$ cat src/hw/rtl/length_prefixed_packet_deframer_assert.svh
// ----------------------------------------------------------------------------
// Deframer assertion macros
// Shared concurrent assertion forms, clocked on aclk, idle during reset.
// ----------------------------------------------------------------------------
`ifndef LENGTH_PREFIXED_PACKET_DEFRAMER_ASSERT_SVH
`define LENGTH_PREFIXED_PACKET_DEFRAMER_ASSERT_SVH

// same-cycle implication
`define LPPD_ASSERT_NOW(label, ante, cons) \
    label: assert property (@(posedge aclk) disable iff (!aresetn) \
        (ante) |-> (cons)) else $error("deframer check failed");

// next-cycle implication
`define LPPD_ASSERT_NEXT(label, ante, cons) \
    label: assert property (@(posedge aclk) disable iff (!aresetn) \
        (ante) |=> (cons)) else $error("deframer check failed");

`endif

$ cat src/hw/rtl/lppd_pkg.sv
// ----------------------------------------------------------------------------
// Deframer package
// Command codes, event codes, register indexes and shared types.
// ----------------------------------------------------------------------------
package lppd_pkg;

    localparam int unsigned QUEUE_DEPTH = 4;
    localparam int unsigned CFG_IDX_W   = 2;

    // configuration register indexes
    localparam logic [CFG_IDX_W-1:0] REG_ALLOWED_VERSION = 2'd0;
    localparam logic [CFG_IDX_W-1:0] REG_MAX_WIDTH       = 2'd1;
    localparam logic [CFG_IDX_W-1:0] REG_MAX_HEIGHT      = 2'd2;

    // register reset values
    localparam logic signed [31:0] RST_ALLOWED_VERSION = 32'sd1;
    localparam logic signed [31:0] RST_MAX_WIDTH       = 32'sd1024;
    localparam logic signed [31:0] RST_MAX_HEIGHT      = 32'sd1024;

    // packet id values
    localparam logic [31:0] ID_HANDSHAKE = 32'd0;
    localparam logic [31:0] ID_TEXT      = 32'd1;
    localparam logic [31:0] ID_RESIZE    = 32'd2;

    // commands from the front parser to the back end
    typedef enum logic [3:0] {
        OP_TEXT,
        OP_EMPTY,
        OP_NEG_LEN,
        OP_UNKNOWN,
        OP_HS_VER,
        OP_HS_W,
        OP_HS_H,
        OP_RS_W,
        OP_RS_H
    } op_t;

    // result event codes
    typedef enum logic [3:0] {
        EV_HS_OK   = 4'd0,
        EV_HS_VER  = 4'd1,
        EV_HS_BIG  = 4'd2,
        EV_TEXT    = 4'd3,
        EV_EMPTY   = 4'd4,
        EV_RS_OK   = 4'd5,
        EV_RS_BIG  = 4'd6,
        EV_UNKNOWN = 4'd7,
        EV_NEG_LEN = 4'd8
    } event_t;

    typedef struct packed {
        op_t         op;
        logic        last;
        logic [31:0] data;
    } cmd_t;

endpackage

$ cat src/hw/rtl/lppd_front.sv
// ----------------------------------------------------------------------------
// Deframer front parser
// Takes stream bytes, builds big-endian words, tracks the packet phase and
// turns each meaningful byte or word into a command for the back end.
// ----------------------------------------------------------------------------
module lppd_front (
    input  logic           aclk,
    input  logic           aresetn,
    input  logic           s_valid,
    output logic           s_ready,
    input  logic [7:0]     s_in_byte,
    input  logic           q_full,
    output logic           cmd_valid,
    output lppd_pkg::cmd_t cmd
);
    import lppd_pkg::*;

    typedef enum logic [2:0] {
        PH_ID,
        PH_HS_VER,
        PH_HS_W,
        PH_HS_H,
        PH_TXT_LEN,
        PH_TXT,
        PH_RS_W,
        PH_RS_H
    } phase_t;

    phase_t      phase_reg, phase_next;
    logic [1:0]  cnt_reg, cnt_next;
    logic [31:0] word_reg, word_next;
    logic [30:0] rem_reg, rem_next;
    logic        accept;

    assign s_ready = !q_full;
    assign accept  = s_valid && s_ready;

    // byte parsing
    always_comb begin
        phase_next = phase_reg;
        cnt_next   = cnt_reg;
        word_next  = word_reg;
        rem_next   = rem_reg;
        cmd_valid  = 1'b0;
        cmd        = '{op: OP_UNKNOWN, last: 1'b0, data: 32'd0};
        if (accept) begin
            if (phase_reg == PH_TXT) begin
                rem_next  = rem_reg - 31'd1;
                cmd_valid = 1'b1;
                cmd.op    = OP_TEXT;
                cmd.data  = {24'd0, s_in_byte};
                cmd.last  = (rem_next == 31'd0);
                if (rem_next == 31'd0) begin
                    phase_next = PH_ID;
                end
            end else begin
                word_next = {word_reg[23:0], s_in_byte};
                cnt_next  = cnt_reg + 2'd1;
                cmd.data  = word_next;
                if (cnt_reg == 2'd3) begin
                    case (phase_reg)
                        PH_ID: begin
                            if (word_next == ID_HANDSHAKE) begin
                                phase_next = PH_HS_VER;
                            end else if (word_next == ID_TEXT) begin
                                phase_next = PH_TXT_LEN;
                            end else if (word_next == ID_RESIZE) begin
                                phase_next = PH_RS_W;
                            end else begin
                                cmd_valid = 1'b1;
                                cmd.op    = OP_UNKNOWN;
                            end
                        end
                        PH_HS_VER: begin
                            cmd_valid  = 1'b1;
                            cmd.op     = OP_HS_VER;
                            phase_next = PH_HS_W;
                        end
                        PH_HS_W: begin
                            cmd_valid  = 1'b1;
                            cmd.op     = OP_HS_W;
                            phase_next = PH_HS_H;
                        end
                        PH_HS_H: begin
                            cmd_valid  = 1'b1;
                            cmd.op     = OP_HS_H;
                            phase_next = PH_ID;
                        end
                        PH_TXT_LEN: begin
                            if (word_next[31]) begin
                                cmd_valid  = 1'b1;
                                cmd.op     = OP_NEG_LEN;
                                phase_next = PH_ID;
                            end else if (word_next == 32'd0) begin
                                cmd_valid  = 1'b1;
                                cmd.op     = OP_EMPTY;
                                phase_next = PH_ID;
                            end else begin
                                rem_next   = word_next[30:0];
                                phase_next = PH_TXT;
                            end
                        end
                        PH_RS_W: begin
                            cmd_valid  = 1'b1;
                            cmd.op     = OP_RS_W;
                            phase_next = PH_RS_H;
                        end
                        PH_RS_H: begin
                            cmd_valid  = 1'b1;
                            cmd.op     = OP_RS_H;
                            phase_next = PH_ID;
                        end
                        default: begin
                            phase_next = PH_ID;
                        end
                    endcase
                end
            end
        end
    end

    // parser state
    always_ff @(posedge aclk) begin
        if (!aresetn) begin
            phase_reg <= PH_ID;
            cnt_reg   <= 2'd0;
            word_reg  <= 32'd0;
            rem_reg   <= 31'd0;
        end else begin
            phase_reg <= phase_next;
            cnt_reg   <= cnt_next;
            word_reg  <= word_next;
            rem_reg   <= rem_next;
        end
    end

endmodule

$ cat src/hw/rtl/lppd_queue.sv
// ----------------------------------------------------------------------------
// Deframer command queue
// Short FIFO between the front parser and the back end.
// ----------------------------------------------------------------------------
`include "length_prefixed_packet_deframer_assert.svh"

module lppd_queue #(
    parameter int unsigned Depth = lppd_pkg::QUEUE_DEPTH
) (
    input  logic           aclk,
    input  logic           aresetn,
    input  logic           push,
    input  lppd_pkg::cmd_t push_cmd,
    output logic           full,
    input  logic           pop,
    output logic           head_valid,
    output lppd_pkg::cmd_t head_cmd
);
    import lppd_pkg::*;

    localparam int unsigned PtrW = (Depth > 1) ? $clog2(Depth) : 1;
    localparam int unsigned CntW = $clog2(Depth + 1);

    cmd_t            entries_reg [Depth];
    logic [PtrW-1:0] wr_ptr_reg, wr_ptr_next;
    logic [PtrW-1:0] rd_ptr_reg, rd_ptr_next;
    logic [CntW-1:0] cnt_reg, cnt_next;
    logic            do_push, do_pop;

    assign full       = (cnt_reg == CntW'(Depth));
    assign head_valid = (cnt_reg != '0);
    assign head_cmd   = entries_reg[rd_ptr_reg];
    assign do_push    = push && !full;
    assign do_pop     = pop && head_valid;

    // pointer and count update
    always_comb begin
        wr_ptr_next = wr_ptr_reg;
        rd_ptr_next = rd_ptr_reg;
        cnt_next    = cnt_reg;
        if (do_push) begin
            wr_ptr_next = (wr_ptr_reg == PtrW'(Depth - 1)) ? '0 : wr_ptr_reg + 1'b1;
        end
        if (do_pop) begin
            rd_ptr_next = (rd_ptr_reg == PtrW'(Depth - 1)) ? '0 : rd_ptr_reg + 1'b1;
        end
        if (do_push && !do_pop) begin
            cnt_next = cnt_reg + 1'b1;
        end else if (do_pop && !do_push) begin
            cnt_next = cnt_reg - 1'b1;
        end
    end

    always_ff @(posedge aclk) begin
        if (!aresetn) begin
            wr_ptr_reg <= '0;
            rd_ptr_reg <= '0;
            cnt_reg    <= '0;
        end else begin
            wr_ptr_reg <= wr_ptr_next;
            rd_ptr_reg <= rd_ptr_next;
            cnt_reg    <= cnt_next;
        end
    end

    // storage, no reset
    always_ff @(posedge aclk) begin
        if (do_push) begin
            entries_reg[wr_ptr_reg] <= push_cmd;
        end
    end

    `LPPD_ASSERT_NOW(a_cnt_bound, 1'b1, cnt_reg <= CntW'(Depth))
    `LPPD_ASSERT_NEXT(a_cnt_grow, do_push && !do_pop, cnt_reg == $past(cnt_reg) + 1'b1)
    `LPPD_ASSERT_NEXT(a_cnt_drain, do_pop && !do_push, cnt_reg == $past(cnt_reg) - 1'b1)

endmodule

$ cat src/hw/rtl/lppd_back.sv
// ----------------------------------------------------------------------------
// Deframer back end
// Holds configuration and terminal state, executes queued commands and
// drives the registered result beat.
// ----------------------------------------------------------------------------
`include "length_prefixed_packet_deframer_assert.svh"

module lppd_back (
    input  logic                           aclk,
    input  logic                           aresetn,
    input  logic                           cfg_valid,
    output logic                           cfg_ready,
    input  logic [lppd_pkg::CFG_IDX_W-1:0] cfg_index,
    input  logic [31:0]                    cfg_data,
    input  logic                           head_valid,
    input  lppd_pkg::cmd_t                 head_cmd,
    output logic                           pop,
    output logic                           m_valid,
    input  logic                           m_ready,
    output logic [3:0]                     m_event_res,
    output logic [7:0]                     m_text_byte,
    output logic                           m_text_last,
    output logic signed [31:0]             m_cur_width,
    output logic signed [31:0]             m_cur_height,
    output logic                           m_shook_hands
);
    import lppd_pkg::*;

    logic signed [31:0] ver_cfg_reg, maxw_cfg_reg, maxh_cfg_reg;
    logic [31:0]        pend_ver_reg, pend_ver_next;
    logic signed [31:0] pend_w_reg, pend_w_next;
    logic signed [31:0] stored_w_reg, stored_w_next;
    logic signed [31:0] stored_h_reg, stored_h_next;
    logic               shook_reg, shook_next;
    logic               out_valid_reg, out_valid_next;
    event_t             event_reg, event_next;
    logic [7:0]         byte_reg, byte_next;
    logic               last_reg, last_next;
    logic signed [31:0] word_s;
    logic               over;

    assign cfg_ready = 1'b1;
    assign word_s    = signed'(head_cmd.data);
    assign over      = (pend_w_reg > maxw_cfg_reg) || (word_s > maxh_cfg_reg);
    assign pop       = head_valid && (!out_valid_reg || m_ready);

    // command execution
    always_comb begin
        pend_ver_next  = pend_ver_reg;
        pend_w_next    = pend_w_reg;
        stored_w_next  = stored_w_reg;
        stored_h_next  = stored_h_reg;
        shook_next     = shook_reg;
        out_valid_next = out_valid_reg && !m_ready;
        event_next     = event_reg;
        byte_next      = byte_reg;
        last_next      = last_reg;
        if (pop) begin
            byte_next = 8'd0;
            last_next = 1'b0;
            case (head_cmd.op)
                OP_HS_VER: begin
                    pend_ver_next = head_cmd.data;
                end
                OP_HS_W, OP_RS_W: begin
                    pend_w_next = word_s;
                end
                OP_HS_H: begin
                    out_valid_next = 1'b1;
                    if (pend_ver_reg != unsigned'(ver_cfg_reg)) begin
                        event_next = EV_HS_VER;
                    end else if (over) begin
                        event_next = EV_HS_BIG;
                    end else begin
                        event_next    = EV_HS_OK;
                        shook_next    = 1'b1;
                        stored_w_next = pend_w_reg;
                        stored_h_next = word_s;
                    end
                end
                OP_RS_H: begin
                    out_valid_next = 1'b1;
                    stored_w_next  = pend_w_reg;
                    stored_h_next  = word_s;
                    event_next     = over ? EV_RS_BIG : EV_RS_OK;
                end
                OP_TEXT: begin
                    out_valid_next = 1'b1;
                    event_next     = EV_TEXT;
                    byte_next      = head_cmd.data[7:0];
                    last_next      = head_cmd.last;
                end
                OP_EMPTY: begin
                    out_valid_next = 1'b1;
                    event_next     = EV_EMPTY;
                end
                OP_NEG_LEN: begin
                    out_valid_next = 1'b1;
                    event_next     = EV_NEG_LEN;
                end
                default: begin
                    out_valid_next = 1'b1;
                    event_next     = EV_UNKNOWN;
                end
            endcase
        end
    end

    // configuration registers
    always_ff @(posedge aclk) begin
        if (!aresetn) begin
            ver_cfg_reg  <= RST_ALLOWED_VERSION;
            maxw_cfg_reg <= RST_MAX_WIDTH;
            maxh_cfg_reg <= RST_MAX_HEIGHT;
        end else if (cfg_valid && cfg_ready) begin
            case (cfg_index)
                REG_ALLOWED_VERSION: ver_cfg_reg  <= signed'(cfg_data);
                REG_MAX_WIDTH:       maxw_cfg_reg <= signed'(cfg_data);
                REG_MAX_HEIGHT:      maxh_cfg_reg <= signed'(cfg_data);
                default: ;
            endcase
        end
    end

    // terminal state and result beat
    always_ff @(posedge aclk) begin
        if (!aresetn) begin
            pend_ver_reg  <= 32'd0;
            pend_w_reg    <= 32'sd0;
            stored_w_reg  <= 32'sd0;
            stored_h_reg  <= 32'sd0;
            shook_reg     <= 1'b0;
            out_valid_reg <= 1'b0;
            event_reg     <= EV_HS_OK;
            byte_reg      <= 8'd0;
            last_reg      <= 1'b0;
        end else begin
            pend_ver_reg  <= pend_ver_next;
            pend_w_reg    <= pend_w_next;
            stored_w_reg  <= stored_w_next;
            stored_h_reg  <= stored_h_next;
            shook_reg     <= shook_next;
            out_valid_reg <= out_valid_next;
            event_reg     <= event_next;
            byte_reg      <= byte_next;
            last_reg      <= last_next;
        end
    end

    assign m_valid       = out_valid_reg;
    assign m_event_res   = event_reg;
    assign m_text_byte   = byte_reg;
    assign m_text_last   = last_reg;
    assign m_cur_width   = stored_w_reg;
    assign m_cur_height  = stored_h_reg;
    assign m_shook_hands = shook_reg;

    `LPPD_ASSERT_NOW(a_text_fields, out_valid_reg && (event_reg != EV_TEXT), (byte_reg == 8'd0) && !last_reg)
    `LPPD_ASSERT_NEXT(a_shook_sticky, shook_reg, shook_reg)
    `LPPD_ASSERT_NOW(a_hs_ok_flag, out_valid_reg && (event_reg == EV_HS_OK), shook_reg)

endmodule

$ cat src/hw/rtl/length_prefixed_packet_deframer.sv
// ----------------------------------------------------------------------------
// Length-prefixed packet deframer
// Parses a byte stream of handshake, text and resize packets into events.
// ----------------------------------------------------------------------------
// The block takes one byte per clock and gives at most one result beat per
// byte, so a stream runs at a sustained one byte per cycle while the result
// port takes every beat. The front parser decodes a byte in the cycle it is
// accepted and queues its command at that edge; the back end pops and
// executes a command once its result beat register is empty or being taken,
// and m_valid comes from that register. A queue of QueueDepth commands
// lets the parser keep taking bytes while the result port is stalled; s_ready
// drops only once that queue is full. Configuration writes are taken every
// cycle on the cfg channel; an index past the three registers is dropped.
module length_prefixed_packet_deframer #(
    parameter int unsigned QueueDepth = lppd_pkg::QUEUE_DEPTH
) (
    input  logic                           aclk,
    input  logic                           aresetn,
    input  logic                           cfg_valid,
    output logic                           cfg_ready,
    input  logic [lppd_pkg::CFG_IDX_W-1:0] cfg_index,
    input  logic [31:0]                    cfg_data,
    input  logic                           s_valid,
    output logic                           s_ready,
    input  logic [7:0]                     s_in_byte,
    output logic                           m_valid,
    input  logic                           m_ready,
    output logic [3:0]                     m_event_res,
    output logic [7:0]                     m_text_byte,
    output logic                           m_text_last,
    output logic signed [31:0]             m_cur_width,
    output logic signed [31:0]             m_cur_height,
    output logic                           m_shook_hands
);
    import lppd_pkg::*;

    cmd_t cmd, head_cmd;
    logic cmd_valid, q_full, head_valid, pop;

    lppd_front u_front (
        .aclk      (aclk),
        .aresetn   (aresetn),
        .s_valid   (s_valid),
        .s_ready   (s_ready),
        .s_in_byte (s_in_byte),
        .q_full    (q_full),
        .cmd_valid (cmd_valid),
        .cmd       (cmd)
    );

    lppd_queue #(
        .Depth (QueueDepth)
    ) u_queue (
        .aclk       (aclk),
        .aresetn    (aresetn),
        .push       (cmd_valid),
        .push_cmd   (cmd),
        .full       (q_full),
        .pop        (pop),
        .head_valid (head_valid),
        .head_cmd   (head_cmd)
    );

    lppd_back u_back (
        .aclk          (aclk),
        .aresetn       (aresetn),
        .cfg_valid     (cfg_valid),
        .cfg_ready     (cfg_ready),
        .cfg_index     (cfg_index),
        .cfg_data      (cfg_data),
        .head_valid    (head_valid),
        .head_cmd      (head_cmd),
        .pop           (pop),
        .m_valid       (m_valid),
        .m_ready       (m_ready),
        .m_event_res   (m_event_res),
        .m_text_byte   (m_text_byte),
        .m_text_last   (m_text_last),
        .m_cur_width   (m_cur_width),
        .m_cur_height  (m_cur_height),
        .m_shook_hands (m_shook_hands)
    );

endmodule

$ cat config.mk
export PLATFORM = sky130hd
export DESIGN_NAME = length_prefixed_packet_deframer
export DESIGN_NICKNAME = d
export VERILOG_FILES = /design/src/hw/rtl/lppd_pkg.sv /design/src/hw/rtl/lppd_front.sv /design/src/hw/rtl/lppd_queue.sv /design/src/hw/rtl/lppd_back.sv /design/src/hw/rtl/length_prefixed_packet_deframer.sv
export VERILOG_INCLUDE_DIRS = /design/src /design/src/hw/rtl
export SDC_FILE = /design/constraint.sdc
export NUM_CORES = 1
export LEC_CHECK = 0
export ABC_CLOCK_PERIOD_IN_PS = 4900
export BUFFER_PORTS_ARGS = -buffer_cell sky130_fd_sc_hd__buf_2
export CAP_MARGIN = 20
export CORE_MARGIN = 5
export CORE_UTILIZATION = 55
export CTS_BUF_LIST = sky130_fd_sc_hd__clkbuf_4 sky130_fd_sc_hd__clkbuf_8 sky130_fd_sc_hd__clkbuf_16
export CTS_CLUSTER_SIZE = 28
export DETAILED_ROUTE_END_ITERATION = 10
export PLACE_DENSITY = 0.76
export SETUP_SLACK_MARGIN = 0.1
export SYNTH_ARGS = -nofsm -noshare
export SYNTH_HDL_FRONTEND = slang
export SYNTH_SLANG_ARGS = --single-unit
$ cat constraint.sdc
create_clock -name aclk -period 4.9 [get_ports aclk]
set_clock_uncertainty 0.05 [all_clocks]
set_input_delay 0.98 -clock aclk [delete_from_list [all_inputs] [get_ports aclk]]
set_output_delay 0.98 -clock aclk [all_outputs]
set_load 0.02 [all_outputs]
# [After elaboration in Yosys (flattened, before gate mapping)]
# Memory sizes are Yosys's and may differ from the RTL's. A register that Yosys moved wholly into a read port is not among the register bits.
# Cells that the tools add are included.
[totals] register_bits=306 ramBits=148 inputBits=47 out_inout_bits=81 elab_cells=152 n_memories=1
[memory_table] name="u_queue.entries_reg" depth=4 width=37 read_ports=1 rd_clocked_by_memory_dff=1 wr=1 line="lppd_queue.sv:24" text="cmd_t entries_reg [Depth];"
[classes] n_addsub=6 magnitude_cmp=2 eq_ne=29 mux=53 bitwise_logic=4 reduce_logical=38
[ops] cell="2-to-1 mux 32 bit" count=5
[ops] cell="2-to-1 mux 31 bit" count=5
[ops] cell="one-hot mux 32 bit (2 select lines)" count=2
[ops] cell="> comparator 32 bit" count=2
[ops] cell="one-hot mux 4 bit (6 select lines)" count=2
[ops] cell="2-to-1 mux 37 bit" count=1
[ops] cell="equality test 32 x 1 -> 1 bit (second input constant)" count=1
[ops] cell="equality test 32 x 2 -> 1 bit (second input constant)" count=1
[ops] cell="logical NOT 32 bit" count=1
[ops] cell="inequality test 32 bit" count=1
[ops] cell="logical NOT 31 bit" count=1
[ops] cell="subtractor 31 x 1 -> 31 bit (second input constant)" count=1
[ops] cell="2-to-1 mux 3 bit" count=10
[ops] cell="equality test 4 x 3 -> 1 bit (second input constant)" count=4
[ops] cell="2-to-1 mux 2 bit" count=8
[ops] cell="equality test 3 bit (second input constant)" count=5
[ops] cell="one-hot mux 3 bit (5 select lines)" count=1
[ops] cell="2-to-1 mux 1 bit" count=14
[ops] cell="AND reduction 2 bit" count=7
[ops] cell="2-to-1 mux 4 bit" count=3
[ops] cell="AND reduction 4 bit" count=3
[ops] cell="equality test 2 bit (second input constant)" count=4
[ops] cell="2-to-1 mux 8 bit" count=1
[ops] cell="inequality test 2 bit (second input constant)" count=4
[ops] cell="25 further kinds" count=45

# [Logic depth before layout (Yosys ltp)]
# Gate-level depths: netlist of the first run.
[logic_depth] word_depth=13 depth_mapped=15 ltp_nobuf=12

# [By module]
# From an unflattened synthesis of the first run, not the netlist that was laid out.
[hier_totals] hier_cells=2124 hier_area_um2=20901.3
[modules_own_cells] mod="lppd_back" instances=1 cells_each=1331 area_per_inst_um2=11175.7 seq_area_each_um2=4784.6
[modules_own_cells] mod="lppd_queue" instances=1 cells_each=244 area_per_inst_um2=5876.9 seq_area_each_um2=4624.4
[modules_own_cells] mod="lppd_front" instances=1 cells_each=549 area_per_inst_um2=3848.7 seq_area_each_um2=1201.2

# [Worst setup path before layout of the first run]
# OpenSTA, ideal clock, no wires.
[synth_path] path_type="reg-to-reg" start="reg with a tool-made name" end="reg u_back.stored_h_reg[0] (netlist: u_back.m_cur_height[0])" setup_ps=74 arrival_ps=4481 required_ps=4776 setup_slack_ps=296 stages_incl_launch_ff=14 path_buffers=4 period_less_slack_ps=4604 path_cell_list="dfxtp_1 > clkbuf_1 > buf_1 > mux4_2 > ha_1 > nand4_1 > or4_1 > o221ai_1 > a21oi_1 > a211oi_1 > o31a_1 > buf_2 > buf_1 > mux2i_1"
[synth_lines] element="end signal, assigned" line="lppd_back.sv:141" text="stored_h_reg <= stored_h_next;"
[synth_lines] element="end, declared" line="lppd_back.sv:33" text="logic signed [31:0] stored_h_reg, stored_h_next;"

==> results of run 1 <==
## path summary, 6_finish.rpt
kind | to | slack, ns | cells past startpoint | startpoint
setup / recovery | u_back.m_cur_height[4]$_SDFFE_PN0P_ | 0.57 | 11 | flip-flop
hold / removal | u_back.maxw_cfg_reg[29]$_SDFFE_PN0P_ | 0.41 | 2 | u_back.maxw_cfg_reg[29]$_SDFFE_PN0P_
setup reg to reg | u_back.m_cur_height[4]$_SDFFE_PN0P_ | 0.57 | 11 | flip-flop
hold reg to reg | u_back.maxw_cfg_reg[29]$_SDFFE_PN0P_ | 0.41 | 2 | u_back.maxw_cfg_reg[29]$_SDFFE_PN0P_
## cell usage in the layout (no fill, tap or decap), types with 10 or more instances in the layout
cell and instances:
nand3_1 14, clkbuf_16 51, nand4_1 24, ha_1 73
and2_1 10, nor3_1 25, o21ai_0 58, and3_1 16
inv_1 105, buf_2 125, edfxtp_1 148, a21oi_1 268
nor2_1 90, nand2_1 561, nor4_1 31, mux2i_1 71
dfxtp_1 307, clkinv_2 11, buf_4 31, a22oi_1 14
xor2_1 35, mux4_2 37
## routing by layer
metal	GRT usage, %	up-vias
met5	0	-
met2	40.9	601
met4	8.79	0
met3	3.45	100
met1	33.5	7626
li1	-	7577
## area by class of cell
type | instances | area share [%]
diodes | 1 | 0.0109
clock buffers | 65 | 6.23
clock inverters | 21 | 0.963
inverters | 107 | 1.78
multi-input cells | 1454 | 38.0
flip-flops and latches | 456 | 46.4
well taps | 468 | 2.56
repair buffers | 159 | 3.99
## power by group through the flow
stage / Clock, uW / Combinational (uW) / Sequential (uW)
4_1_cts: 3760 / 2370 / 4350
5_1_grt: 3950 / 2600 / 4380
2_1_floorplan: 0 / 1670 / 4350
3_5_place_dp: 0 / 2340 / 4430
6_report: 3720 / 2400 / 4350
3_3_place_gp: 0 / 2260 / 4410
## stage by stage
step                      setup WS [ns]  hold slack (ns)  cells  cell area, um2
after global placement            0.541            0.392   2643           21200
after CTS                         0.327            0.406   2729           22800
after detailed placement          0.342            0.397   2643           21200
after floorplan                   0.296            0.386   2149           20200
final                             0.570            0.405   2731           22900
after global routing              0.316            0.419   2730           22900
## tightest hold or removal path: cells and delay by family, from the launching register on
kind | cells | cell delay, ns
compound gates | 1 | 0.05
simple gates | 1 | 0.05
flops | 1 | 0.31
## cells in the mapped netlist, types with 14 or more instances
cell / number
nand2_1: 561
nand3_1: 15
nor2_1: 91
inv_1: 106
nand4_1: 24
dfxtp_1: 308
o21ai_0: 59
nor4_1: 32
mux4_2: 37
ha_1: 73
mux2i_1: 71
a21oi_1: 268
a22oi_1: 14
and3_1: 16
edfxtp_1: 148
xor2_1: 35
clkbuf_1: 114
nor3_1: 25
## kinds of logic (layout without fill, tap and decap cells)
logic type / count (synthesis) / after routing / synth area share, %
adders and majority gates: 74 / 74 / 4.62
AOI/OAI and AO/OA: 409 / 409 / 11.4
other: 1 / 2 / 0.0186
buffers and inverters: 239 / 352 / 4.56
muxes: 108 / 108 / 7.64
DFF: 456 / 456 / 52.5
and+or+nand+nor: 823 / 823 / 17.5
xor gates and xnor gates: 39 / 39 / 1.69
==> results.toml, run 1 <==
[drt]
vias = 15900
route.final.wire_length_um = 51900
wire_per_inst_um = 19.0
m1WireLength_um = 22200
ant_nets = 0
wl_met3_um = 3310
via_per_inst = 5.82
wl_met2_um = 24700
drc = 0
drt_pass1_iterations = 10
drt_iter0_drc = 1701
dr.max_layer_used = "met4"

[setup_path]
max_stage_delay_ns = 0.58
critPathTopFamily = "compound AO/OA/AOI/OAI gates"
worstSetupPathType = "reg -> reg"
cp_num_buf_inv = 2
cp_common_cell = "buf_4"
cp.required_ns = 5.33
slowest_stage = "mux4_2"
worstSetupEndpointType = "flip-flop"
cp_max_fo = 26
start_kind = "flip-flop"
critical_path.cell_chain = "buf_4 > mux4_2 > ha_1 > nand4_1 > or4_1 > o221ai_1 > a21oi_1 > a211oi_1 > o31a_2 > buf_4 > mux2i_1"
crit_arrival_ns = 4.76

[die]
dieArea_um2 = 40700
die_h_um = 202
io_pins = 128
rows = 70
initial_utilization_pct = 55.5
coreArea_um2 = 36400
fp.dieW_um = 202

[global_route]
grt_pass1_vias = 15000
grt-ovfl-total = 0
track_usage_pct = 24.7
antenna_found_initial = 0
grt_pass1_wl_um = 81700
grt_max_degree = 107

[logic_synthesis]
synth_top_area_share_pct = 30.5
synth_cells = 2149
synth_fp_nets = 2270
yosysTopAreaCell = "dfxtp_1"
ys_warn_count = 0
synth_edf_count = 148
ys.flop_type = "dfxtp_1"
ys_seq_area_share_pct = 52.5
async_reset_ff_share_pct = 0
syn-cell-area_um2 = 20200
ys_ff_latch = 456
avgSynthCellArea_um2 = 9.40
synth.distinct_cells = 72
yosys-top-cells-area = "dfxtp_1, edfxtp_1, nand2_1"

[cells_and_area]
finalNetCount = 2345
syn_to_final_growth_pct = 13.2
largest_reg_flops = 148
drive_gt1_share_pct = 13.5
multiInputGateArea_um2 = 8700
regArea_um2 = 10600
fill_cells = 2936
utilization_pct = 62.8

[clocking]
cts_setup_buffers = 0
cts_buffers = 46
ctsResizeCount = 0
clk_pin_slew_worst_paths_ns = 0.06
clock_latency_ns = 0.58
clockBufferDepth = 3
cts-root-buf = "clkbuf_16"
postCtsHoldBufs = 0
htreeDepth = 2
cts_tree = "built"
cts_sinks = 456

[timing]
fmax_ghz = 0.231
worst-slew-pin-transition_ns = 1.07
relSlewSlack_pct = 29.0
finalCritPeriodShare_pct = 88.4
final_hold_viol_count = 0
setup_viol = 0
rsz0062_at_grt = "false"
fin_crit_ns = 4.33
maxSlewViolCount = 0
final.setup.tns_ns = 0

[pwr]
p_int_uw = 7270
p_clk_share_pct = 35.5
p_seq_share_pct = 41.6
combinationalPowerShare_pct = 22.9
cellLeakagePower_uw = 0.00917
peakVddDrop_uv = 284
swShare_pct = 30.5
cellPowerDensity_nw_per_um2 = 457
power.total_uw = 10500
netSwitchingPower_uw = 3190

[min_path]
hp-class = "reg -> reg"

[placed_design]
dp_hpwl_um = 35700
globalplace.congestion = 0.928
io_buffers = 126

[outcome]
outcome = "finished, final reports clean"

[run]
maxCapViolCount = 0
No activity file was read; power rests on OpenSTA's default activity.
==> run 2, diff against run 1 <==
- RECOVER_POWER: default -> 25
==> run 2 against run 1 <==
Against the previous run:
- the run now ends with max-capacitance violations, max-slew violations left
- first-iteration DRC count is 7.0% higher
- largest cell class unchanged
- design area is 0.48% lower
- total power about the same
- die area did not move
- utilization is 0.30 points lower
- setup slack worse by 0.16 ns
- via count hardly changed
- maximum frequency decreased by 3.5%
==> results.toml, run 2 (synthesis gave the netlist of run 1 again) <==
[outcome]
outcome = "complete, but fails checks"
violations = "max-capacitance violations, max-slew violations"

[die]
fp.dieW_um = 202
coreArea_um2 = 36400
die_h_um = 202
initial_utilization_pct = 55.5
io_pins = 128
dieArea_um2 = 40700
rows = 70

[setup_path]
cp_num_buf_inv = 3
worstRegToRegCells = 11
worstSetupPathType = "in -> reg"
critical_path.cell_chain = "buf_4 > inv_1 > clkbuf_2 > a21oi_1"
slowest_stage = "inv_1"
crit_arrival_ns = 4.85
start_kind = "input port"
critPathTopFamily = "buffers and inverters"
r2r_slack_ns = 0.52
max_stage_delay_ns = 2.55
worstSetupEndpointType = "flip-flop"
r2r-end = "u_back.m_cur_height[22]$_SDFFE_PN0P_"
cp_max_fo = 101
cp.required_ns = 5.26

[cells_and_area]
utilization_pct = 62.5
drive_gt1_share_pct = 9.95
finalNetCount = 2345
design_area_um2 = 22800
final_common_cell = "nand2_1"
syn_to_final_growth_pct = 12.6
largest_reg_flops = 148
final_cell_mix = "nand2_1, dfxtp_1, a21oi_1"

[global_route]
antenna_found_initial = 0
grt_pass1_wl_um = 81700
grt_max_degree = 107
track_usage_pct = 24.7
grt-ovfl-total = 0
grt_pass1_vias = 15000

[placed_design]
io_buffers = 126
place_ws_ns = 0.342
place_area_um2 = 21200
globalplace.congestion = 0.928
dp_hpwl_um = 35700

[pwr]
combinationalPowerShare_pct = 22.8
peakVddDrop_uv = 284
netSwitchingPower_uw = 3190
p_int_uw = 7270
cellPowerDensity_nw_per_um2 = 460
cellLeakagePower_uw = 0.00882
p_clk_share_pct = 35.6
swShare_pct = 30.5
p_seq_share_pct = 41.6

[drt]
wire_per_inst_um = 19.0
vias = 15900
route.final.wire_length_um = 51900
via_per_inst = 5.83
drt_pass1_iterations = 9
drc = 0
ant_nets = 0
drt_iter0_drc = 1820

[clocking]
cts_sinks = 456
cts_buffers = 46
cts-root-buf = "clkbuf_16"
clk_pin_slew_worst_paths_ns = 0.06
cts_tree = "built"
htreeDepth = 2
clock_latency_ns = 0.58
postCtsHoldBufs = 0
clockBufferDepth = 3

[timing]
fmax_ghz = 0.223
final_hold_viol_count = 0
maxSlewViolCount = 101
finalWorstSetupSlack_ns = 0.411
relSlewSlack_pct = -137
fin_crit_ns = 4.49
finalCritPeriodShare_pct = 91.6
worst-slew-pin-transition_ns = 3.56
setup_viol = 0
rsz0062_at_grt = "false"
final.setup.tns_ns = 0

[min_path]
hold_end = "u_back.maxw_cfg_reg[29]$_SDFFE_PN0P_"
hp-class = "reg -> reg"
min_from = "u_back.maxw_cfg_reg[29]$_SDFFE_PN0P_"
whs_path_depth = 2

[run]
maxCapViolCount = 1
## run 2: power by group through the flow
stage               Clock, uW  Combinational [uW]  Sequential (uW)
finish                   3720                2390             4350
global placement            0                2260             4410
global route             3950                2590             4380
detailed placement          0                2340             4430
CTS                      3760                2370             4350
floorplan                   0                1670             4350
## run 2: worst max path at each step
| stage | to | slack (ns) | cells after the start | start |
|---|---|---|---|---|
| floorplan | u_back.m_cur_height[0]$_SDFFE_PN0P_ | 0.30 | 13 | flip-flop |
| global placement | u_back.m_cur_height[18]$_SDFFE_PN0P_ | 0.54 | 11 | flip-flop |
| detailed placement | u_back.m_cur_height[22]$_SDFFE_PN0P_ | 0.34 | 11 | flip-flop |
| CTS | u_back.m_cur_height[22]$_SDFFE_PN0P_ | 0.33 | 11 | flip-flop |
| global route | u_back.pend_w_reg[20]$_SDFFE_PN0P_ | 0.21 | 4 | aresetn |
| finish | u_back.pend_w_reg[20]$_SDFFE_PN0P_ | 0.41 | 4 | aresetn |
## run 2: what timing repair did
action / CTS / global route
resized for setup: 0 / 1
endpoints found under the setup margin: 0 / 3
setup buffers: 0 / 0
## run 2: final cells by class
type	count	area, um2
Fill cell	2979	13700
Sequential cell	456	10600
Multi-Input combinational cell	1454	8700
Clock buffer	65	1430
Timing Repair Buffer	159	808
Tap cell	468	586
Inverter	107	402
Clock inverter	21	220
Antenna cell	1	2.50
## run 2: layer usage
metal | GRT usage [%] | wire length (um) | part of all wire (%) | vias to the layer above
met1 | 33.5 | 22300 | 43 | 7609
li1 | - | - | - | 7563
met5 | 0 | 0 | 0 | -
met2 | 40.9 | 24700 | 47 | 636
met3 | 3.45 | 3340 | 6.4 | 108
met4 | 8.79 | 1640 | 3.2 | 0
## run 2: worst reg2reg max path, stage by stage (launching register included)
cell,delay (ns)
dfxtp_4,0.57
buf_4,0.28
mux4_2,0.58
ha_1,0.35
nand4_1,0.17
or4_1,0.54
o221ai_1,0.24
a21oi_1,0.10
a211oi_1,0.44
o31a_2,0.27
buf_4,0.45
mux2i_1,0.27
## run 2: through the flow
step / total power, uW / hold WS [ns] / std cells
2_1_floorplan: 6020 / 0.386 / 2149
3_3_place_gp: 6680 / 0.392 / 2643
3_5_place_dp: 6760 / 0.397 / 2643
4_1_cts: 10500 / 0.406 / 2729
5_1_grt: 10900 / 0.419 / 2730
6_report: 10500 / 0.405 / 2731
==> run 3, diff against run 2 <==
==> constraint.sdc (replaced) <==
create_clock -name aclk -period 4.9 [get_ports aclk]
set_clock_uncertainty 0.05 [all_clocks]
set_input_delay 0.245 -clock aclk [delete_from_list [all_inputs] [get_ports aclk]]
set_output_delay 0.245 -clock aclk [all_outputs]
set_load 0.02 [all_outputs]
==> run 3 against run 2 <==
Against the previous run:
- the run still ends with max-capacitance violations, max-slew violations left
- maximum frequency rose by 0.49%
- sequential power fell by 0.9%
- register-to-register slack got worse by 0.09 ns
- clock power fell by 5.4%
- global-route usage rose by 0.33 points
- sequential share of layout area fell by 0.51 points
- count of clock-buffer cells in the layout fell by 3
==> results.toml, run 3 (synthesis gave the netlist of run 1 again) <==
[drt]
drt_iter0_drc = 1493
ant_nets = 0
vias = 16000
wire_per_inst_um = 18.8
drc = 0
via_per_inst = 5.80
drt_pass1_iterations = 6
route.final.wire_length_um = 51900

[timing]
rsz0062_at_grt = "false"
finalCritPeriodShare_pct = 91.2
fin_crit_ns = 4.47
final_hold_viol_count = 0
setup_viol = 0
worst-slew-pin-transition_ns = 2.54
final.setup.tns_ns = 0
maxSlewViolCount = 222
fmax_ghz = 0.224
relSlewSlack_pct = -69.7
finalWorstSetupSlack_ns = 0.433

[setup_path]
cp.required_ns = 5.34
cp_num_buf_inv = 4
cp_max_fo = 52
r2r-end = "u_back.m_cur_width[19]$_SDFFE_PN0P_"
max_stage_delay_ns = 0.49
crit_path_end = "u_back.m_cur_width[19]$_SDFFE_PN0P_"
worstSetupEndpointType = "flip-flop"
crit_arrival_ns = 4.90
critical_path.cell_chain = "buf_4 > buf_4 > mux4_2 > ha_1 > nand4_1 > nor4_1 > inv_1 > nor3_1 > a21oi_1 > a211oi_1 > o31a_2 > buf_12 > mux2i_1"
critPathTopFamily = "buffers and inverters"
r2r_slack_ns = 0.43
cp.depth = 13
worstRegToRegCells = 13
slowest_stage = "a211oi_1"
cp_common_cell = "buf_4"
worstSetupPathType = "reg -> reg"
start_kind = "flip-flop"

[cells_and_area]
finalNetCount = 2380
drive_gt1_share_pct = 9.49
fill_cells = 2964
design_area_um2 = 23000
largest_reg_flops = 148
antennaDiodeCount = 0
syn_to_final_growth_pct = 13.9
final_cell_mix = "nand2_1, dfxtp_1, a21oi_1"
final_common_cell = "nand2_1"

[pwr]
cellLeakagePower_uw = 0.00890
cellPowerDensity_nw_per_um2 = 446
peakVddDrop_uv = 271

[clocking]
cts_sinks = 456
clock_latency_ns = 0.58
htreeDepth = 2
cts_buffers = 46
clockBufferDepth = 3
ctsResizeCount = 0
cts-root-buf = "clkbuf_16"
cts_tree = "built"
clk_pin_slew_worst_paths_ns = 0.06

[die]
dieArea_um2 = 40700
coreArea_um2 = 36400
initial_utilization_pct = 55.5
rows = 70
io_pins = 128
fp.dieW_um = 202
die_h_um = 202

[run]
maxCapViolCount = 3

[placed_design]
place_ws_ns = 0.497
io_buffers = 126
dp_hpwl_um = 35400
place_area_um2 = 21200
globalplace.congestion = 0.895

[global_route]
antenna_found_initial = 1
grt_pass1_vias = 15500
track_usage_pct = 25.0
grt_max_degree = 109
grt-ovfl-total = 0
grt_pass1_wl_um = 83200

[outcome]
outcome = "complete, but fails checks"
violations = "max-capacitance violations, max-slew violations"

[min_path]
hp-class = "in -> reg"
-- run 3: cell types whose count changed in the layout (fill, tap and decap cells not counted), sizes merged --
cell | previous run | this run
buf | 78 | 69
bufinv | 4 | 2
clkinv | 14 | 16
diode | 1 | 0
dlygate4sd3 | 0 | 41
inv | 108 | 111
-- run 3: what timing repair did --
action / CTS / global route
setup endpoints to repair: 0 / 0
endpoints found under the hold margin: 106 / 0
hold buffers: 41 / 0
buffers inserted: 0 / 0
-- run 3: worst min-delay path, stage by stage --
cell and delay (ns):
buf_2 0.13, and3b_1 0.19, nand2_1 0.07, a21oi_1 0.05
-- run 3: power by group --
group	total [uW]	internal, uW	switching, uW
combinational	2440	897	1540
clock	3520	2030	1500
sequential	4310	4130	176
-- run 3: layout make-up --
class	instances	area [um2]	area share [%]
well taps	468	586	2.55
repair buffers	194	1170	5.09
clock inverters	24	209	0.908
clock buffers	62	1330	5.77
inverters	107	402	1.75
flip-flops and latches	456	10600	46.1
multi-input cells	1454	8700	37.8
-- run 3: worst min-delay path by stage --
stage	start	to	slack, ns	cells after the start
final	cfg_valid	u_back.maxw_cfg_reg[19]$_SDFFE_PN0P_	0.11	4
after global routing	cfg_valid	u_back.maxw_cfg_reg[19]$_SDFFE_PN0P_	0.14	4
after CTS	aresetn	u_front.phase_reg[1]$_SDFFE_PN0P_	0.08	2
after detailed placement	u_back.maxw_cfg_reg[22]$_SDFFE_PN0P_	u_back.maxw_cfg_reg[22]$_SDFFE_PN0P_	0.40	2
after global placement	u_back.m_cur_width[0]$_SDFFE_PN0P_	u_back.m_cur_width[0]$_SDFFE_PN0P_	0.39	2
after floorplan	cfg_data[0]	u_back.ver_cfg_reg[0]$_SDFFE_PN1P_	0.32	2
-- run 3: through the flow --
stage	utilization (%)	hold WS, ns	power [uW]	cells
global route	63.1	0.141	10700	2765
floorplan	-	0.319	6020	2149
finish	63.1	0.110	10300	2765
global placement	58.1	0.391	6700	2637
CTS	63.4	0.0790	10300	2764
detailed placement	58.1	0.397	6770	2637
-- run 3: layer usage --
layer	part of all wire, %	vias to the layer above	global-route usage (%)
met5	0	-	0
met1	42	7702	33.6
met2	49	579	42.2
met4	2.8	0	7.40
met3	6.4	98	4.08
li1	-	7656	-
